`src/sv/bam_pkg.sv`:
```
// bam_pkg: shared types and constants for the block average mosaic.
// No dependencies; used by every design module of the block.
`default_nettype none
package bam_pkg;
  localparam int SumBits = 27;
  localparam int MaxAcross = 256;
  localparam int IdxBits = 8;
  localparam int TotBits = 19;

  localparam logic [1:0] RegWidth  = 2'd0;
  localparam logic [1:0] RegHeight = 2'd1;
  localparam logic [1:0] RegAcross = 2'd2;
  localparam logic [1:0] RegDown   = 2'd3;

  // work handed from front to back
  typedef struct packed {
    logic [IdxBits-1:0] idx;
    logic               first;
    logic               emit;
    logic [7:0]         bcol;
    logic [7:0]         brow;
    logic               fdone;
    logic [7:0]         r;
    logic [7:0]         g;
    logic [7:0]         b;
  } cmd_t;
endpackage
`default_nettype wire

```
`src/sv/bam_fifo.sv`:
```
// bam_fifo: two-entry command queue between front and back.
// Depends on bam_pkg.
`default_nettype none
module bam_fifo (
  input  wire logic     clk,
  input  wire logic     rst,
  input  wire logic     push,
  input  wire bam_pkg::cmd_t din,
  output logic          full,
  input  wire logic     pop,
  output bam_pkg::cmd_t dout,
  output logic          nonempty
);
  bam_pkg::cmd_t mem [2];
  logic       wp, rp;
  logic [1:0] cnt;

  assign full = cnt == 2'd2;
  assign nonempty = cnt != 2'd0;
  assign dout = mem[rp];

  always_ff @(posedge clk) begin
    if (push) mem[wp] <= din;
    if (rst) begin
      wp <= 1'b0;
      rp <= 1'b0;
      cnt <= '0;
    end else begin
      if (push) wp <= ~wp;
      if (pop) rp <= ~rp;
      cnt <= cnt + {1'b0, push} - {1'b0, pop};
    end
  end
endmodule
`default_nettype wire

```
`config.mk`:
```
export PLATFORM = sky130hd
export DESIGN_NAME = bam_fifo
export DESIGN_NICKNAME = d
export VERILOG_FILES = /design/src/sv/bam_pkg.sv /design/src/sv/bam_fifo.sv
export SDC_FILE = /design/constraint.sdc
export NUM_CORES = 1
export LEC_CHECK = 0
export BUFFER_PORTS_ARGS = -buffer_cell sky130_fd_sc_hd__buf_4
export CAP_MARGIN = 10
export CELL_PAD_IN_SITES_DETAIL_PLACEMENT = 0
export CELL_PAD_IN_SITES_GLOBAL_PLACEMENT = 1
export CORE_MARGIN = 5
export CORE_UTILIZATION = 30
export CTS_BUF_LIST = sky130_fd_sc_hd__clkbuf_2
export DETAILED_ROUTE_END_ITERATION = 8
export PLACE_DENSITY_LB_ADDON = 0.25
export SYNTH_ARGS = -nofsm -noshare
export SYNTH_HDL_FRONTEND = slang
export SYNTH_SLANG_ARGS = --single-unit
```
`constraint.sdc`:
```
create_clock -name clk -period 7.44 [get_ports clk]
set_input_delay 0.744 -clock clk [delete_from_list [all_inputs] [get_ports clk]]
set_output_delay 0.744 -clock clk [all_outputs]
set_load 0.02 [all_outputs]
```
==> After elaboration in Yosys (flattened, before gate mapping) <==
Memories as Yosys holds them, arrays and structs flattened. A register that Yosys moved wholly into a read port is not among the register bits.
Index checks and enable logic that the tools add are counted.
{ "op_classes": {"n_bitwise": 2, "n_eq_ne": 1, "add_sub_neg": 2, "reduce_logical": 1, "mux": 4} }
{ "op_table": {"columns": ["cell", "count"], "rows": [
  ["2-to-1 mux 1 bit", 4],
  ["adder 2 x 1 -> 2 bit", 1],
  ["equality test 2 bit, second input constant", 1],
  ["inverter 1 bit", 2],
  ["nonzero test 2 bit", 1],
  ["subtractor 2 x 1 -> 2 bit", 1]
]} }
{ "totals": {"wordCells": 14, "register_bits": 4, "n_memories": 1, "ram_bits": 102, "output_inout_bits": 53, "input_bits": 55} }
{ "mem_list": {"columns": ["memory", "words", "width", "read_ports", "rd_clocked_by_memory_dff", "wr", "line_no", "text"], "rows": [
  ["mem", 2, 51, 1, 1, 1, "bam_fifo.sv:14", "bam_pkg::cmd_t mem [2];"]
]} }

==> Longest topological paths before layout <==
{ "logic_depth": {"ltp_word": 3, "ltp_mapped": 6, "depth_no_buf": 6} }

==> Least setup slack after synthesis <==
Ideal clock, no wire load.
{ "synth_path": {"path_type": "input -> register", "start": "input push", "end": "memory mem[0][0] in the netlist's numbering (enable)", "required_ns": 6.974, "setup_time_ns": 0.466, "path_stages": 1, "slack_ns": 3.971, "n_path_buf": 0, "arrival_time_ns": 3.003, "path_cell_list": "nor2b_1"} }
{ "synth_via": {"elab_chain_cells": 2} }
{ "synth_lines": {"columns": ["element", "line_no", "text"], "rows": [
  ["from (decl)", "bam_fifo.sv:7", "input wire logic push,"],
  ["2-to-1 mux 1 bit", "bam_fifo.sv:23", "if (push) mem[wp] <= din;"],
  ["2-to-1 mux 1 bit (implied by the code)", "bam_fifo.sv:23", null],
  ["to (decl)", "bam_fifo.sv:14", null]
]} }
No other way between the ends.

==> metrics.md <==
| Metric | Value |
|---|---|
| Status | `finished clean` |
| Combinational Power Share | `17.7%` |
| Antenna violations before repair | `0` |
| Post-cts sizing count | `0` |
| Syn nets | `237` |
| Layout cells sized above 1 | `60.2%` |
| Placed Area | `5100 um^2` |
| Antenna Nets Post-Route | `0` |
| Yosys top cell by area | `edfxtp_1` |
| Initial core utilization | `30.3%` |
| # IOs | `108` |
| CP max FO | `51` |
| Worst Path Required | `6.70 ns` |
| Max IR drop VDD | `0.103 mV` |
| Fillers | `1286` |
| Setup TNS | `0 ns` |
| CTS tree | `built` |
| Worst path slowest cell | `dfxtp_4` |
| Slowest Stage Delay on Critical Path | `1.05 ns` |
| Root buf cell | `clkbuf_2` |
| Clock Skew | `0.0227 ns` |
| Pleak | `2.05 nW` |
| Hold WC Path Type | `in -> reg` |
| Crit end category | `output pin` |
| Unrepaired setup endpoints after global routing | `false` |
| Post-Synthesis Cells | `180` |
| Core area | `13700 um^2` |
| FMAX | `341 MHz` |
| HPWL Detailed | `4.64 mm` |
| Critical path arrival | `2.19 ns` |
| Final Critical Period | `2.93 ns` |
| Switching power total | `308 uW` |
| First-pass GRT wire length | `10.9 mm` |
| N_diodes | `0` |
| Yosys warning count | `0` |
| Commonest cells after routing, fill and taps aside | `buf_4 (109), edfxtp_1 (102), mux2_4 (50), clkbuf_2 (9)` |
| Slew HR | `34.6%` |
| Post-synthesis sequential area ratio | `76.1%` |
| Clk pin slew, worst setup/hold paths | `0.28 ns` |
| Ranking of synthesized cells by area | `edfxtp_1 (74%), mux2_4 (18%), buf_12 (2.4%), dfxtp_1 (2.4%), ha_1 (0.60%)` |
| Int Pwr | `901 uW` |
| Max-Cap Viols | `0` |
| Setup bufs post-CTS | `0` |
| Final setup violation count | `0` |
| Pre-antenna DRT Iters | `4` |
| Yosys top cell area share | `73.7%` |
| Slew @ Worst Pin | `0.982 ns` |
| Clock group share of total power | `22.2%` |
| Die Span Y | `128 um` |
| Hold Fails Final Rpt | `0` |
| Sequential Area | `3170 um^2` |
| CTS Buffer Depth | `2` |
| Crit path buf inv count | `1` |
| Drt wl/cell | `14.9 um` |
| Switching share of power | `25.5%` |
| Die area | `16300 um^2` |
| Commonest non-fill, non-tap cell in the layout | `buf_4` |
| Via density | `4.02` |
| Max-slew violations | `0` |
| Post-synthesis cell type count | `14` |
| CP Launch Type | `flop` |
| Largest net degree at the start of global routing | `52` |
| CP cell instances | `mux2_2, buf_4` |
| DP Cell Count | `463` |
| CTS HTree Levels | `3` |
| Setup CP Type | `reg -> out` |
| Finished Layout Cells | `479` |
| Vias | `1925` |
| TritonCTS Buffers | `9` |
| Final Instance Area | `5220 um^2` |
| # port buffers | `107` |
| Final Wtd Congestion | `0.662` |
| Final Cycle Share | `39.4%` |
| Clk Latency, worst-skew pair | `0.55 ns` |
| Worst path top cell family by delay | `flip-flops` |
| Vias in the first global route | `2066` |
| Post-Syn Area per Cell | `23.1 um^2` |
| Chip width | `128 um` |
| Rows | `43` |
| Synth Cell Area | `4160 um^2` |
| Aggregate routed wire length | `7.15 mm` |
| Sink Count | `107` |
| Layout Nets | `351` |
| Gr usage total | `8.99%` |
| Multi-input gate area | `882 um^2` |
| Sequential share of power | `60.1%` |
| GR Overflow Total | `0` |
| DRC | `0` |
| Pwr dens | `232 nW/um^2` |
| Area growth, synth to finish | `25.6%` |
| Synthesized flop and latch total | `107` |
| Cts hold-fix bufs | `0` |
| DRT iter0 DRCs | `67` |
-- per-layer routing --
metal  wire [um]  global-route usage (%)
met3         529                    2.88
met4         116                    5.06
met5           0                       0
met1        3170                    11.3
met2        3330                    13.8
-- logic make-up after synthesis --
family / Yosys count / share of synthesized area (%)
xor+xnor: 3 / 0.964
fa+ha+maj: 2 / 0.602
buf+inv: 8 / 2.86
flops: 107 / 76.1
mux: 51 / 18.3
simple gates: 9 / 1.11
-- power groups by stage --
stage | Sequential (mW) | Combinational [mW] | Clock [mW]
5_1_grt | 0.734 | 0.228 | 0.310
3_3_place_gp | 0.741 | 0.218 | 0
6_report | 0.727 | 0.214 | 0.268
4_1_cts | 0.729 | 0.220 | 0.288
3_5_place_dp | 0.743 | 0.218 | 0
2_1_floorplan | 0.725 | 0.150 | 0
-- synthesized netlist by cell type, drive strengths merged --
master    n
edfxtp  102
mux2     51
buf       6
dfxtp     5
nor2      4
nor2b     3
ha        2
inv       2
xnor2     2
and2      1
or2       1
xnor3     1
-- path summary, 6_finish.rpt --
path | start | endpoint | slack (ns) | cells after the start
worst min register to register | rp$_SDFFE_PP0P_ | flop | 0.55 | 2
worst max register to register | wp$_SDFFE_PP0P_ | mem[1][12]$_DFFE_PP_ | 5.58 | 2
worst min-delay path | din[18] | mem[0][18]$_DFFE_PP_ | 0.34 | 1
worst max-delay path | flop | dout[50] | 4.51 | 2
-- flip-flops by register name, indices dropped and copies added (netlist names), named ones only --
signal	flops
cnt	2
mem	102
wp	1
rp	1
-- layout make-up --
type	instances	share of cell area (%)
tap	180	4.31
clock buffer	9	0.863
sequential	107	60.7
timing repair buffer	109	15.7
clock inverter	7	1.44
inverter	2	0.144
multi-input combinational	65	16.9
-- through the flow --
stage	setup WS (ns)	power, mW	utilization, %	hold slack, ns
finish	4.51	1.21	38.0	0.338
detailed placement	5.01	0.961	37.2	0.495
CTS	4.37	1.24	38.0	0.258
floorplan	3.97	0.875	-	0.480
global placement	5.05	0.959	37.2	0.493
global route	4.30	1.27	38.0	0.230
No activity file was read; power rests on OpenSTA's default activity.
