`config.mk`:
```
export PLATFORM = sky130hd
export DESIGN_NAME = bam_front
export DESIGN_NICKNAME = d
export VERILOG_FILES = /design/src/sv/bam_pkg.sv /design/src/sv/bam_front.sv
export SDC_FILE = /design/constraint.sdc
export NUM_CORES = 1
export LEC_CHECK = 0
export BUFFER_PORTS_ARGS = -buffer_cell sky130_fd_sc_hd__buf_4
export CAP_MARGIN = 25
export CORE_MARGIN = 2
export CORE_UTILIZATION = 47
export DETAILED_ROUTE_END_ITERATION = 6
export PLACE_DENSITY = 0.86
export SLEW_MARGIN = 20
export SYNTH_ARGS = -nofsm -noshare
export SYNTH_HDL_FRONTEND = slang
export SYNTH_SLANG_ARGS = --single-unit
```
`constraint.sdc`:
```
create_clock -name clk -period 8.13 [get_ports clk]
set_input_delay 1.626 -clock clk [delete_from_list [all_inputs] [get_ports clk]]
set_output_delay 1.626 -clock clk [all_outputs]
set_load 0.02 [all_outputs]
```
`src/sv/bam_pkg.sv`:
```
// bam_pkg: shared types and constants for the block average mosaic.
// No dependencies; used by every design module of the block.
`default_nettype none
package bam_pkg;
  localparam int SumBits = 27;
  localparam int MaxAcross = 256;
  localparam int IdxBits = 8;
  localparam int TotBits = 19;

  localparam logic [1:0] RegWidth  = 2'd0;
  localparam logic [1:0] RegHeight = 2'd1;
  localparam logic [1:0] RegAcross = 2'd2;
  localparam logic [1:0] RegDown   = 2'd3;

  // work handed from front to back
  typedef struct packed {
    logic [IdxBits-1:0] idx;
    logic               first;
    logic               emit;
    logic [7:0]         bcol;
    logic [7:0]         brow;
    logic               fdone;
    logic [7:0]         r;
    logic [7:0]         g;
    logic [7:0]         b;
  } cmd_t;
endpackage
`default_nettype wire

```
`src/sv/bam_front.sv`:
```
// bam_front: position counters; classifies each pixel into a command.
// Depends on bam_pkg.
`default_nettype none
module bam_front (
  input  wire logic        clk,
  input  wire logic        rst,
  input  wire logic        take,
  input  wire logic [7:0]  red,
  input  wire logic [7:0]  green,
  input  wire logic [7:0]  blue,
  input  wire logic        frame_start,
  input  wire logic [9:0]  bw,
  input  wire logic [8:0]  bh,
  input  wire logic [8:0]  ba,
  input  wire logic [8:0]  bd,
  output bam_pkg::cmd_t    cmd
);
  logic [9:0] col_in_block;
  logic [8:0] row_in_block;
  logic [7:0] cur_block_col, cur_block_row;
  logic [9:0] cib;
  logic [8:0] rib;
  logic [7:0] cbc, cbr;
  logic       last_col, last_row, end_col, end_row;

  always_comb begin
    cib = frame_start ? '0 : col_in_block;
    rib = frame_start ? '0 : row_in_block;
    cbc = frame_start ? '0 : cur_block_col;
    cbr = frame_start ? '0 : cur_block_row;
    last_col = cib >= bw - 10'd1;
    last_row = rib >= bh - 9'd1;
    end_col  = {1'b0, cbc} >= ba - 9'd1;
    end_row  = {1'b0, cbr} >= bd - 9'd1;
    cmd.idx   = cbc;
    cmd.first = (cib == '0) && (rib == '0);
    cmd.emit  = last_col && last_row;
    cmd.bcol  = cbc;
    cmd.brow  = cbr;
    cmd.fdone = end_col && end_row;
    cmd.r = red;
    cmd.g = green;
    cmd.b = blue;
  end

  always_ff @(posedge clk) begin
    if (rst) begin
      col_in_block <= '0;
      row_in_block <= '0;
      cur_block_col <= '0;
      cur_block_row <= '0;
    end else if (take) begin
      col_in_block <= cib;
      row_in_block <= rib;
      cur_block_col <= cbc;
      cur_block_row <= cbr;
      if (last_col) begin
        col_in_block <= '0;
        if (end_col) begin
          cur_block_col <= '0;
          if (last_row) begin
            row_in_block <= '0;
            cur_block_row <= end_row ? 8'd0 : cbr + 8'd1;
          end else begin
            row_in_block <= rib + 9'd1;
          end
        end else begin
          cur_block_col <= cbc + 8'd1;
        end
      end else begin
        col_in_block <= cib + 10'd1;
      end
    end
  end
endmodule
`default_nettype wire

```
After elaboration in Yosys (flattened, before gate mapping)
Cells that the tools add are included.
{ "classes": {"n_lt_le_gt_ge": 4, "muxes": 14, "n_reduce_logical": 5, "add_sub_neg": 8} }
{ "ops": {"columns": ["operator", "count"], "rows": [
  ["$mux W8", 8],
  ["$mux W9", 4],
  ["$sub A9 B1 Y9 const B", 3],
  ["$mux W10", 2],
  ["$ge A8 B9 Y1", 2],
  ["$add A8 B1 Y8 const B", 2],
  ["$add A10 B1 Y10 const B", 1],
  ["$ge A10 B10 Y1", 1],
  ["$logic_not A10 Y1", 1],
  ["$sub A10 B1 Y10 const B", 1],
  ["$add A9 B1 Y9 const B", 1],
  ["$ge A9 B9 Y1", 1],
  ["$logic_not A9 Y1", 1],
  ["$logic_and A1 B1 Y1", 3]
]} }
{ "totals": {"input_bits": 65, "regBits": 35, "out_inout_bits": 51, "elab_cells": 35} }

Logic depth before layout (Yosys ltp)
Gate-level depths: netlist of run 1.
{ "logic_depth": {"ltp_word": 6, "ltp_mapped": 13, "mapped_depth_nobuf": 12} }

Worst setup path before layout of run 1
No wires, ideal clock.
{ "synth_timing": {"kind": "input to output", "from": "in frame_start", "to": "out cmd[24] (netlist bit)", "required_ns": 6.504, "path_buffers": 2, "arrival_time_ns": 3.757, "slack_ns": 2.747, "cell_stages": 9, "path_cell_list": "clkbuf_1 > clkbuf_1 > nor2b_1 > ha_1 > a21o_1 > a221oi_1 > o21ai_1 > nand2_1 > nor2_1"} }
{ "synth_rtl": {"columns": ["element", "line_no", "source"], "rows": [
  ["start: declaration", "bam_front.sv:11", "input wire logic frame_start,"],
  ["end: declaration", "bam_front.sv:16", "output bam_pkg::cmd_t cmd"]
]} }

==> impl_metrics.yaml, run 1 <==
job:
  max_cap_viol_count: 0
finish:
  fin_util_pct: 53.7
  antennaDiodeCount: 0
  final_cell_mix: "buf_4 (69), nand2_1 (45), ha_1 (45), nor2_1 (40), dfxtp_1 (35)"
  fin_nets: 662
  fillers: 785
  multi_input_area_um2: 2860
  drive_above_1_share_pct: 15.8
  fin_area_um2: 4390
  final_common_cell: "buf_4"
  area_growth_pct: 10.8
  seq_area_um2: 701
synth:
  ys.flop_type: "dfxtp_1"
  ys_seq_area_share_pct: 17.7
  synth_seq_cells: 35
  synth_cell_type_count: 69
  synthCells: 524
  yosys_warnings: 0
  synth-async-reset-ratio_pct: 0
  yosys-top-cells-area: "dfxtp_1 (18%), ha_1 (14%), buf_4 (6.1%), nor2b_1 (5.1%), xnor2_1 (4.6%)"
  synth_nets: 634
  netlist_area_um2: 3960
  synth_edf_count: 0
  synth_top_cell_area_share_pct: 17.7
  syn_avg_cell_area_um2: 7.56
  synth_top_area_cell: "dfxtp_1"
floorplan:
  dieArea_um2: 9180
  ios: 116
  dieWidth_um: 95.8
  rows: 33
  core-area_um2: 8180
  start_util_pct: 48.5
  fp.dieH_um: 95.8
clocking:
  numCtsBuffers: 5
  ctsHoldBuffers: 0
  cts_tree: "done"
  cts.reportedPaths.clkPinSlew_ns: 0.07
  h-tree-depth: 2
  insertion_delay_ns: 0.29
  clockBufferDepth: 2
  cts.sinks: 35
  post_cts_buffers: 0
  root_buffer: "clkbuf_8"
  cts_resized: 0
global_routing:
  grt_pass1_vias: 3830
  grt_util_all_layers_pct: 22.8
  grt_pass1_wl_mm: 17.2
  grt_start_max_net_pins: 37
  overflow: 0
  antenna_found_initial: 0
critical_path:
  rr_worst_depth: 9
  cp-end-kind: "output port"
  endpoint: "cmd[41]"
  crit_arrival_ns: 4.24
  cp-start-kind: "input pin"
  worst-setup-path-type: "input pin to output port"
  crit_required_ns: 6.50
  cp_max_fo: 6
  crit_start: "bw[4]"
  reg2reg_slack_ns: 5.08
  r2r-start: "cur_block_col[5]$_SDFFE_PP0P_"
  r2r-end: "row_in_block[5]$_SDFFE_PP0P_"
placed_design:
  dp_hpwl_mm: 8.05
  gp_congestion: 0.884
  placed_area_um2: 4300
  place_ws_ns: 2.33
  numPortBuffers: 67
detailed_routing:
  wirelength_mm: 10.6
  ant_nets: 0
  drtIter0Drc: 280
  drc_errors: 0
  wire_per_inst_um: 16.2
  vias_per_cell: 6.19
  drt_pass1_iterations: 5
  vias: 4070
timing:
  rsz0062_at_grt: "no"
  tightest_slew_ns: 0.978
  worst_slack_ns: 2.27
  period_share_pct: 72.1
  period_needed_ns: 5.86
  report.final.slew_viol_count: 0
  setup_viol: 0
  max_freq_mhz: 171
  fin_worst_skew_ns: 0.00544
  fin_tns_setup_ns: 0
  finalHoldViolations: 0
  slew_headroom_pct: 34.4
  worst_hold_slack_ns: 0.462
power:
  vdd_ir_drop_max_v: 0.0000594
  power.density_nw_per_um2: 91.0
  cellLeakagePower_nw: 1.88
hold_path:
  hp-class: "register to register"
run_status:
  status: "complete, no violations"
[metrics by stage]
stage,power (mW),std cells
after floorplan,0.250,524
after global placement,0.267,650
after detailed placement,0.271,650
after CTS,0.398,657
after global routing,0.418,657
final,0.400,657
[critical path, stage by stage]
cell and delay, ns:
buf_4 0.12, or3_1 0.41, nor2_1 0.14, nor4b_1 0.31, xnor2_1 0.18, ha_1 0.27, a21oi_1 0.20, o21ai_1 0.22
nor2_1 0.45, nor2_1 0.13, buf_4 0.18
[synthesized netlist by cell type (all sizes together) (9+ instances only)]
library cell and n:
ha 45, a21oi 23, nand4 12, nor3 15, nor2 40, a31oi 11
o21ai 24, xor2 10, nor4 10, xnor2 22, nand2 45, nor2b 32
nand3 29, and3 9, inv 24, clkbuf 13, buf 35, dfxtp 35
[routing by layer]
metal	part of all wire, %	global-route usage, %	wire length, um	vias to the layer above
met4	0.88	5.60	94	0
met5	0	0	0	-
li1	-	-	-	1934
met1	42	29.3	4490	1921
met3	8.3	3.37	877	19
met2	49	39.9	5160	196
[cell type report]
class                           count  area share (%)
Multi-Input combinational cell    415            65.0
Sequential cell                    35            16.0
Timing Repair Buffer               69            11.8
Tap cell                          105            2.99
Inverter                           26            2.22
Clock buffer                        6            1.88
Clock inverter                      1           0.114
[sequential cells by signal (all words and copies together) (netlist names)]
name           count
row_in_block       9
cur_block_row      8
cur_block_col      8
col_in_block      10
[worst min path at each step]
stage                             startpoint                             to  slack (ns)  cells past startpoint
6_report       cur_block_col[1]$_SDFFE_PP0P_  cur_block_col[1]$_SDFFE_PP0P_        0.46                      2
5_1_grt        cur_block_col[1]$_SDFFE_PP0P_  cur_block_col[1]$_SDFFE_PP0P_        0.50                      2
4_1_cts        cur_block_col[1]$_SDFFE_PP0P_  cur_block_col[1]$_SDFFE_PP0P_        0.46                      2
3_5_place_dp   cur_block_col[1]$_SDFFE_PP0P_  cur_block_col[1]$_SDFFE_PP0P_        0.45                      2
3_3_place_gp   cur_block_col[1]$_SDFFE_PP0P_  cur_block_col[1]$_SDFFE_PP0P_        0.45                      2
2_1_floorplan  cur_block_col[1]$_SDFFE_PP0P_  cur_block_col[1]$_SDFFE_PP0P_        0.44                      2
[kinds of logic (layout without fill, tap and decap cells)]
family / Yosys count / count (layout) / synth area share [%]
buffers and inverters: 74 / 102 / 10.3
DFF: 35 / 35 / 17.7
adders and majority gates: 45 / 45 / 14.2
muxes: 4 / 4 / 1.04
and+or+nand+nor: 220 / 220 / 29.5
AOI/OAI and AO/OA: 114 / 114 / 20.1
xor gates and xnor gates: 32 / 32 / 7.26
[power by group]
part	internal [mW]	switching (mW)	total [mW]
logic	0.0394	0.0532	0.0926
clock network	0.0666	0.0648	0.131
registers	0.174	0.00195	0.176
No activity file was read; power rests on OpenSTA's default activity.
==> run 2: changes to the inputs <==
--- a/config.mk
+++ b/config.mk
@@ -5,12 +5,13 @@
 export SDC_FILE = /design/constraint.sdc
 export NUM_CORES = 1
 export LEC_CHECK = 0
+export ABC_AREA = 1
 export BUFFER_PORTS_ARGS = -buffer_cell sky130_fd_sc_hd__buf_4
 export CAP_MARGIN = 25
 export CORE_MARGIN = 2
 export CORE_UTILIZATION = 47
 export DETAILED_ROUTE_END_ITERATION = 6
-export PLACE_DENSITY = 0.86
+export PLACE_DENSITY = 0.88
 export SLEW_MARGIN = 20
 export SYNTH_ARGS = -nofsm -noshare
 export SYNTH_HDL_FRONTEND = slang
==> constraint.sdc (replaced) <==
create_clock -name clk -period 4.75 [get_ports clk]
set_input_delay 0.95 -clock clk [delete_from_list [all_inputs] [get_ports clk]]
set_output_delay 0.95 -clock clk [all_outputs]
set_load 0.02 [all_outputs]
==> impl_metrics.yaml, run 2 <==
finish:
  regMostFlops: "col_in_block"
  final_common_cell: "nand2_1"
  area_growth_pct: 11.3
  largest_reg_flops: 10
  fin_nets: 770
  antennaDiodeCount: 0
  fin_area_um2: 4590
  top_regs: "col_in_block x10, row_in_block x9"
  final_cell_mix: "nand2_1 (137), inv_1 (83), buf_4 (72), nor2_1 (67), ha_1 (45)"
  drive_above_1_share_pct: 18.2
hold_path:
  hp-class: "register to register"
  hold_start: "cur_block_col[6]$_SDFFE_PP0P_"
  holdPathEnd: "cur_block_col[6]$_SDFFE_PP0P_"
  hold_path_depth: 2
synth:
  yosys-top-cells-area: "dfxtp_1 (17%), ha_1 (14%), nand2_1 (12%), inv_1 (7.6%), nor2_1 (6.1%)"
  synth-async-reset-ratio_pct: 0
  synth_cell_type_count: 46
  synth_most_common_cell: "nand2_1"
  synthCells: 630
  ys_seq_area_share_pct: 17.0
  synth_nets: 740
  synth_top_area_cell: "dfxtp_1"
  synth_seq_cells: 35
  synth_edf_count: 0
  ys.flop_type: "dfxtp_1"
  synthTopCellsByCount: "nand2_1 (137), inv_1 (83), nor2_1 (67)"
  yosys_warnings: 0
  netlist_area_um2: 4130
  syn_avg_cell_area_um2: 6.55
  synth_top_cell_area_share_pct: 17.0
job:
  max_cap_viol_count: 0
detailed_routing:
  wire_per_inst_um: 12.0
  ant_nets: 0
  drt_pass1_iterations: 4
  drtIter0Drc: 225
  vias: 3978
  wirelength_mm: 9.22
  vias_per_cell: 5.17
  drc_errors: 0
global_routing:
  grt_busiest_layer: "met2"
  grt_pass1_wl_mm: 15.9
  antenna_found_initial: 0
  use_met3_pct: 2.66
  grt_pass1_vias: 3716
  use_met1_pct: 23.7
  grt_start_max_net_pins: 36
  grt_util_all_layers_pct: 19.4
  use_met2_pct: 35.6
  overflow: 0
power:
  swShare_pct: 29.2
  switchingPower_uw: 225
  combPwrFrac_pct: 23.8
  p_clk_share_pct: 36.7
  power.density_nw_per_um2: 168
  p_int_uw: 546
  pwr-share-seq_pct: 39.5
  cellLeakagePower_nw: 2.19
  vdd_ir_drop_max_v: 0.0000932
critical_path:
  cp_cell_sequence: "buf_4 > nor2_1 > nand2_1 > or3_1 > nor3_1 > nand2_1 > nor2_1 > xnor2_1 > ha_1 > a21oi_1 > o21a_1 > nand4_2 > nand2_1 > inv_1 > buf_4"
  cp_max_fo: 3
  cp-end-kind: "output port"
  rr_worst_depth: 15
  crit_top_cell: "nand2_1"
  slowest_delay_ns: 0.34
  cp-start-kind: "input pin"
  worst-setup-path-type: "input pin to output port"
  critPathSlowestCell: "or3_1"
  crit_required_ns: 3.80
  reg2reg_slack_ns: 2.02
  crit_arrival_ns: 3.22
  r2r-start: "col_in_block[3]$_SDFFE_PP0P_"
  r2r-end: "cur_block_col[3]$_SDFFE_PP0P_"
timing:
  fin_tns_setup_ns: 0
  report.final.slew_viol_count: 0
  finalHoldViolations: 0
  setup_viol: 0
  tightest_slew_ns: 0.444
  max_freq_mhz: 240
  period_share_pct: 87.9
  slew_headroom_pct: 70.3
  rsz0062_at_grt: "no"
  fin_worst_skew_ns: 0.00741
  worst_slack_ns: 0.576
  period_needed_ns: 4.17
placed_design:
  placed_area_um2: 4480
  numPortBuffers: 67
  gp_congestion: 0.885
  dp_hpwl_mm: 7.15
  place_ws_ns: 0.537
run_status:
  status: "complete, no violations"
floorplan:
  core-area_um2: 8640
  start_util_pct: 47.8
  rows: 34
  dieArea_um2: 9550
  dieWidth_um: 97.7
  ios: 116
  fp.dieH_um: 97.7
clocking:
  cts.sinks: 35
  numCtsBuffers: 5
  root_buffer: "clkbuf_8"
  clockBufferDepth: 2
  cts.reportedPaths.clkPinSlew_ns: 0.07
  ctsHoldBuffers: 0
  post_cts_buffers: 0
  cts_resized: 0
  insertion_delay_ns: 0.30
  h-tree-depth: 2
  cts_tree: "done"
## run 2: cell count changes in the layout (fill, tap and decap cells not counted), sizes merged, moves of 10 or more
cell   previous run  this run
inv              24        87
nor2             40        74
nor2b            32         0
nand2            45       143
xor2             10        20
a21oi            23        43
## run 2: per-stage QoR
step | hold WS [ns] | utilization, % | cells | power, mW
floorplan | 0.445 | - | 630 | 0.459
global placement | 0.453 | 51.8 | 761 | 0.488
detailed placement | 0.459 | 51.8 | 761 | 0.494
CTS | 0.469 | 53.2 | 769 | 0.772
global route | 0.487 | 53.2 | 769 | 0.808
finish | 0.467 | 53.2 | 769 | 0.771
## run 2: logic make-up (layout without fill, tap and decap cells)
family / count (synthesis) / in the layout / synth area share, %
flip-flops: 35 / 35 / 17.0
AO/OA/AOI/OAI: 78 / 78 / 10.8
buffers and inverters: 139 / 170 / 16.4
adder cells (fa/ha/maj): 45 / 45 / 13.6
AND/OR/NAND/NOR: 294 / 294 / 33.4
XOR/XNOR: 39 / 39 / 8.73
## run 2: power groups by stage
stage | registers [mW] | logic [mW] | clock network [mW]
final | 0.305 | 0.183 | 0.283
after global routing | 0.305 | 0.208 | 0.295
after CTS | 0.305 | 0.184 | 0.283
after detailed placement | 0.311 | 0.183 | 0
after global placement | 0.311 | 0.177 | 0
after floorplan | 0.310 | 0.148 | 0
## run 2: worst max-delay path by stage
stage	from	end	slack [ns]	cells past startpoint
after floorplan	frame_start	cmd[24]	0.75	14
after global placement	bw[1]	cmd[41]	0.66	15
after detailed placement	bw[1]	cur_block_col[4]$_SDFFE_PP0P_	0.54	21
after CTS	bw[1]	cmd[41]	0.55	15
after global routing	bw[1]	cmd[41]	0.31	16
final	bw[1]	cmd[41]	0.58	15
## run 2: final cells by class
cell class / count / area [um^2]
multi-input combinational: 456 / 2750
clock inverter: 2 / 35.0
sequential: 35 / 701
tap: 108 / 135
timing repair buffer: 72 / 541
fill: 845 / 4040
inverter: 90 / 350
clock buffer: 6 / 82.6
## run 2: layer usage
layer  up-vias  wire length, um
li1       2068                -
met1      1781             4040
met2       114             4540
met3        15              505
met4         0              129
met5         -                0
## run 2: critical path: cells and delay by family
kind	cells	cell delay, ns
adders and majority gates	1	0.27
xor gates and xnor gates	1	0.14
and+or+nand+nor	8	1.18
AOI/OAI and AO/OA	2	0.33
buffers and inverters	3	0.34
==> run 3: changes to the inputs <==
==> constraint.sdc (replaced) <==
create_clock -name clk -period 3.5 [get_ports clk]
set_input_delay 0.7 -clock clk [delete_from_list [all_inputs] [get_ports clk]]
set_output_delay 0.7 -clock clk [all_outputs]
set_load 0.02 [all_outputs]
==> impl_metrics.yaml, run 3 (synthesis results as in run 2) <==
global_routing:
  grt_pass1_vias: 3830
  antenna_found_initial: 0
  grt_pass1_wl_mm: 16.0
  overflow: 0
  grt_util_all_layers_pct: 19.6
  grt_start_max_net_pins: 32
clocking:
  root_buffer: "clkbuf_8"
  h-tree-depth: 2
  cts.sinks: 35
  cts_tree: "done"
  insertion_delay_ns: 0.29
  cts.reportedPaths.clkPinSlew_ns: 0.06
  numCtsBuffers: 5
  clockBufferDepth: 2
power:
  cellLeakagePower_nw: 2.33
  swShare_pct: 30.9
  pwr-share-seq_pct: 43.7
  combPwrFrac_pct: 28.1
  power.density_nw_per_um2: 195
  p_int_uw: 654
  switchingPower_uw: 292
  vdd_ir_drop_max_v: 0.000151
  totalPowerFinal_uw: 946
  p_clk_share_pct: 28.2
timing:
  finalHoldViolations: 0
  worst_slack_ns: 0.0509
  period_share_pct: 98.5
  rsz0062_at_grt: "yes"
  fin_worst_skew_ns: 0.00186
  tightest_slew_ns: 0.765
  max_freq_mhz: 290
  period_needed_ns: 3.45
  setup_viol: 0
  worst_hold_slack_ns: 0.467
  report.final.slew_viol_count: 0
  fin_tns_setup_ns: 0
  slew_headroom_pct: 48.9
placed_design:
  dp_cells: 783
  dp_hpwl_mm: 7.32
  place_ws_ns: -0.0929
  gp_congestion: 0.837
  numPortBuffers: 67
  placed_area_um2: 4640
job:
  max_cap_viol_count: 0
finish:
  final_cell_mix: "nand2_1 (134), buf_4 (97), inv_1 (81), nor2_1 (63), ha_1 (44)"
  fillers: 794
  drive_above_1_share_pct: 23.1
  top_regs: "col_in_block x10, row_in_block x9"
  largest_reg_flops: 10
  fin_util_pct: 56.1
  fin_nets: 798
  area_growth_pct: 17.5
  final_cells: 795
  antennaDiodeCount: 0
  final_common_cell: "nand2_1"
  fin_area_um2: 4850
  regMostFlops: "col_in_block"
floorplan:
  dieWidth_um: 97.7
  ios: 116
  dieArea_um2: 9550
  core-area_um2: 8640
  start_util_pct: 47.8
  fp.dieH_um: 97.7
  rows: 34
detailed_routing:
  wire_per_inst_um: 11.8
  vias_per_cell: 5.12
  drtIter0Drc: 250
  drt_pass1_iterations: 5
  wirelength_mm: 9.40
  vias: 4074
  drc_errors: 0
  ant_nets: 0
critical_path:
  rr_worst_depth: 14
  endpoint: "cmd[41]"
  crit_start: "bw[1]"
  cp_max_fo: 2
  critPathSlowestCell: "or3_4"
  worst-setup-path-type: "input pin to output port"
  cp_cell_sequence: "buf_8 > nor2_4 > nand2_2 > or3_4 > nor3_4 > buf_4 > xor2_1 > ha_1 > a21oi_1 > o21a_1 > nand4_4 > nand2_2 > inv_2 > buf_6"
  crit_required_ns: 2.80
  slowest_delay_ns: 0.34
  reg2reg_slack_ns: 0.96
  crit_arrival_ns: 2.75
  r2r-end: "row_in_block[8]$_SDFFE_PP0P_"
  cp-start-kind: "input pin"
  crit_top_cell: "nand2_2"
  cp-end-kind: "output port"
  r2r-start: "col_in_block[3]$_SDFFE_PP0P_"
hold_path:
  hp-class: "register to register"
run_status:
  status: "complete, no violations"
-- run 3: cell types whose count changed in the layout (fill, tap and decap cells not counted), moves of 3 or more --
cell / change
buf_4: +25
nand2_1: -3
nand2_2: +3
nor2_1: -4
nor2_4: +3
-- run 3: critical path: cells and delay by family --
family	cells	cell delay, ns
AOI/OAI and AO/OA	2	0.35
xor gates and xnor gates	1	0.17
adders and majority gates	1	0.27
buffers and inverters	4	0.40
and+or+nand+nor	6	0.85
-- run 3: worst min path at each step --
stage | cells after the start | endpoint | from | slack (ns)
finish | 2 | cur_block_col[4]$_SDFFE_PP0P_ | cur_block_col[4]$_SDFFE_PP0P_ | 0.47
global route | 2 | cur_block_col[4]$_SDFFE_PP0P_ | cur_block_col[4]$_SDFFE_PP0P_ | 0.48
CTS | 2 | cur_block_col[6]$_SDFFE_PP0P_ | cur_block_col[6]$_SDFFE_PP0P_ | 0.47
detailed placement | 2 | cur_block_col[6]$_SDFFE_PP0P_ | cur_block_col[6]$_SDFFE_PP0P_ | 0.46
global placement | 2 | row_in_block[5]$_SDFFE_PP0P_ | row_in_block[5]$_SDFFE_PP0P_ | 0.45
floorplan | 2 | col_in_block[0]$_SDFFE_PP0P_ | col_in_block[0]$_SDFFE_PP0P_ | 0.45
-- run 3: layout make-up --
cell class	instances	area [um^2]	share of cell area [%]
multi-input cells	456	2820	58.2
repair buffers	100	766	15.8
flip-flops and latches	35	701	14.5
inverters	90	350	7.23
well taps	108	135	2.79
clock buffers	6	72.6	1.50
-- run 3: timing repair --
action | in CTS | in global routing
setup endpoints to repair | 1 | 15
buffers inserted | 5 | 1
hold buffers | 0 | 0
pin swaps | 6 | 8
resized for setup | 8 | 16
-- run 3: metal layers --
metal | track usage (%) | routed length, um | vias up
met1 | 22.7 | 4060 | 1828
met5 | 0 | 0 | -
met2 | 36.6 | 4690 | 112
met4 | 5.34 | 153 | 0
met3 | 3.74 | 493 | 16
li1 | - | - | 2118
-- run 3: power groups by stage --
| stage | clock network (mW) | logic (mW) | registers, mW |
|---|---|---|---|
| final | 0.267 | 0.266 | 0.414 |
| after CTS | 0.272 | 0.259 | 0.414 |
| after global placement | 0 | 0.248 | 0.422 |
| after global routing | 0.286 | 0.299 | 0.415 |
| after detailed placement | 0 | 0.255 | 0.422 |
| after floorplan | 0 | 0.201 | 0.421 |
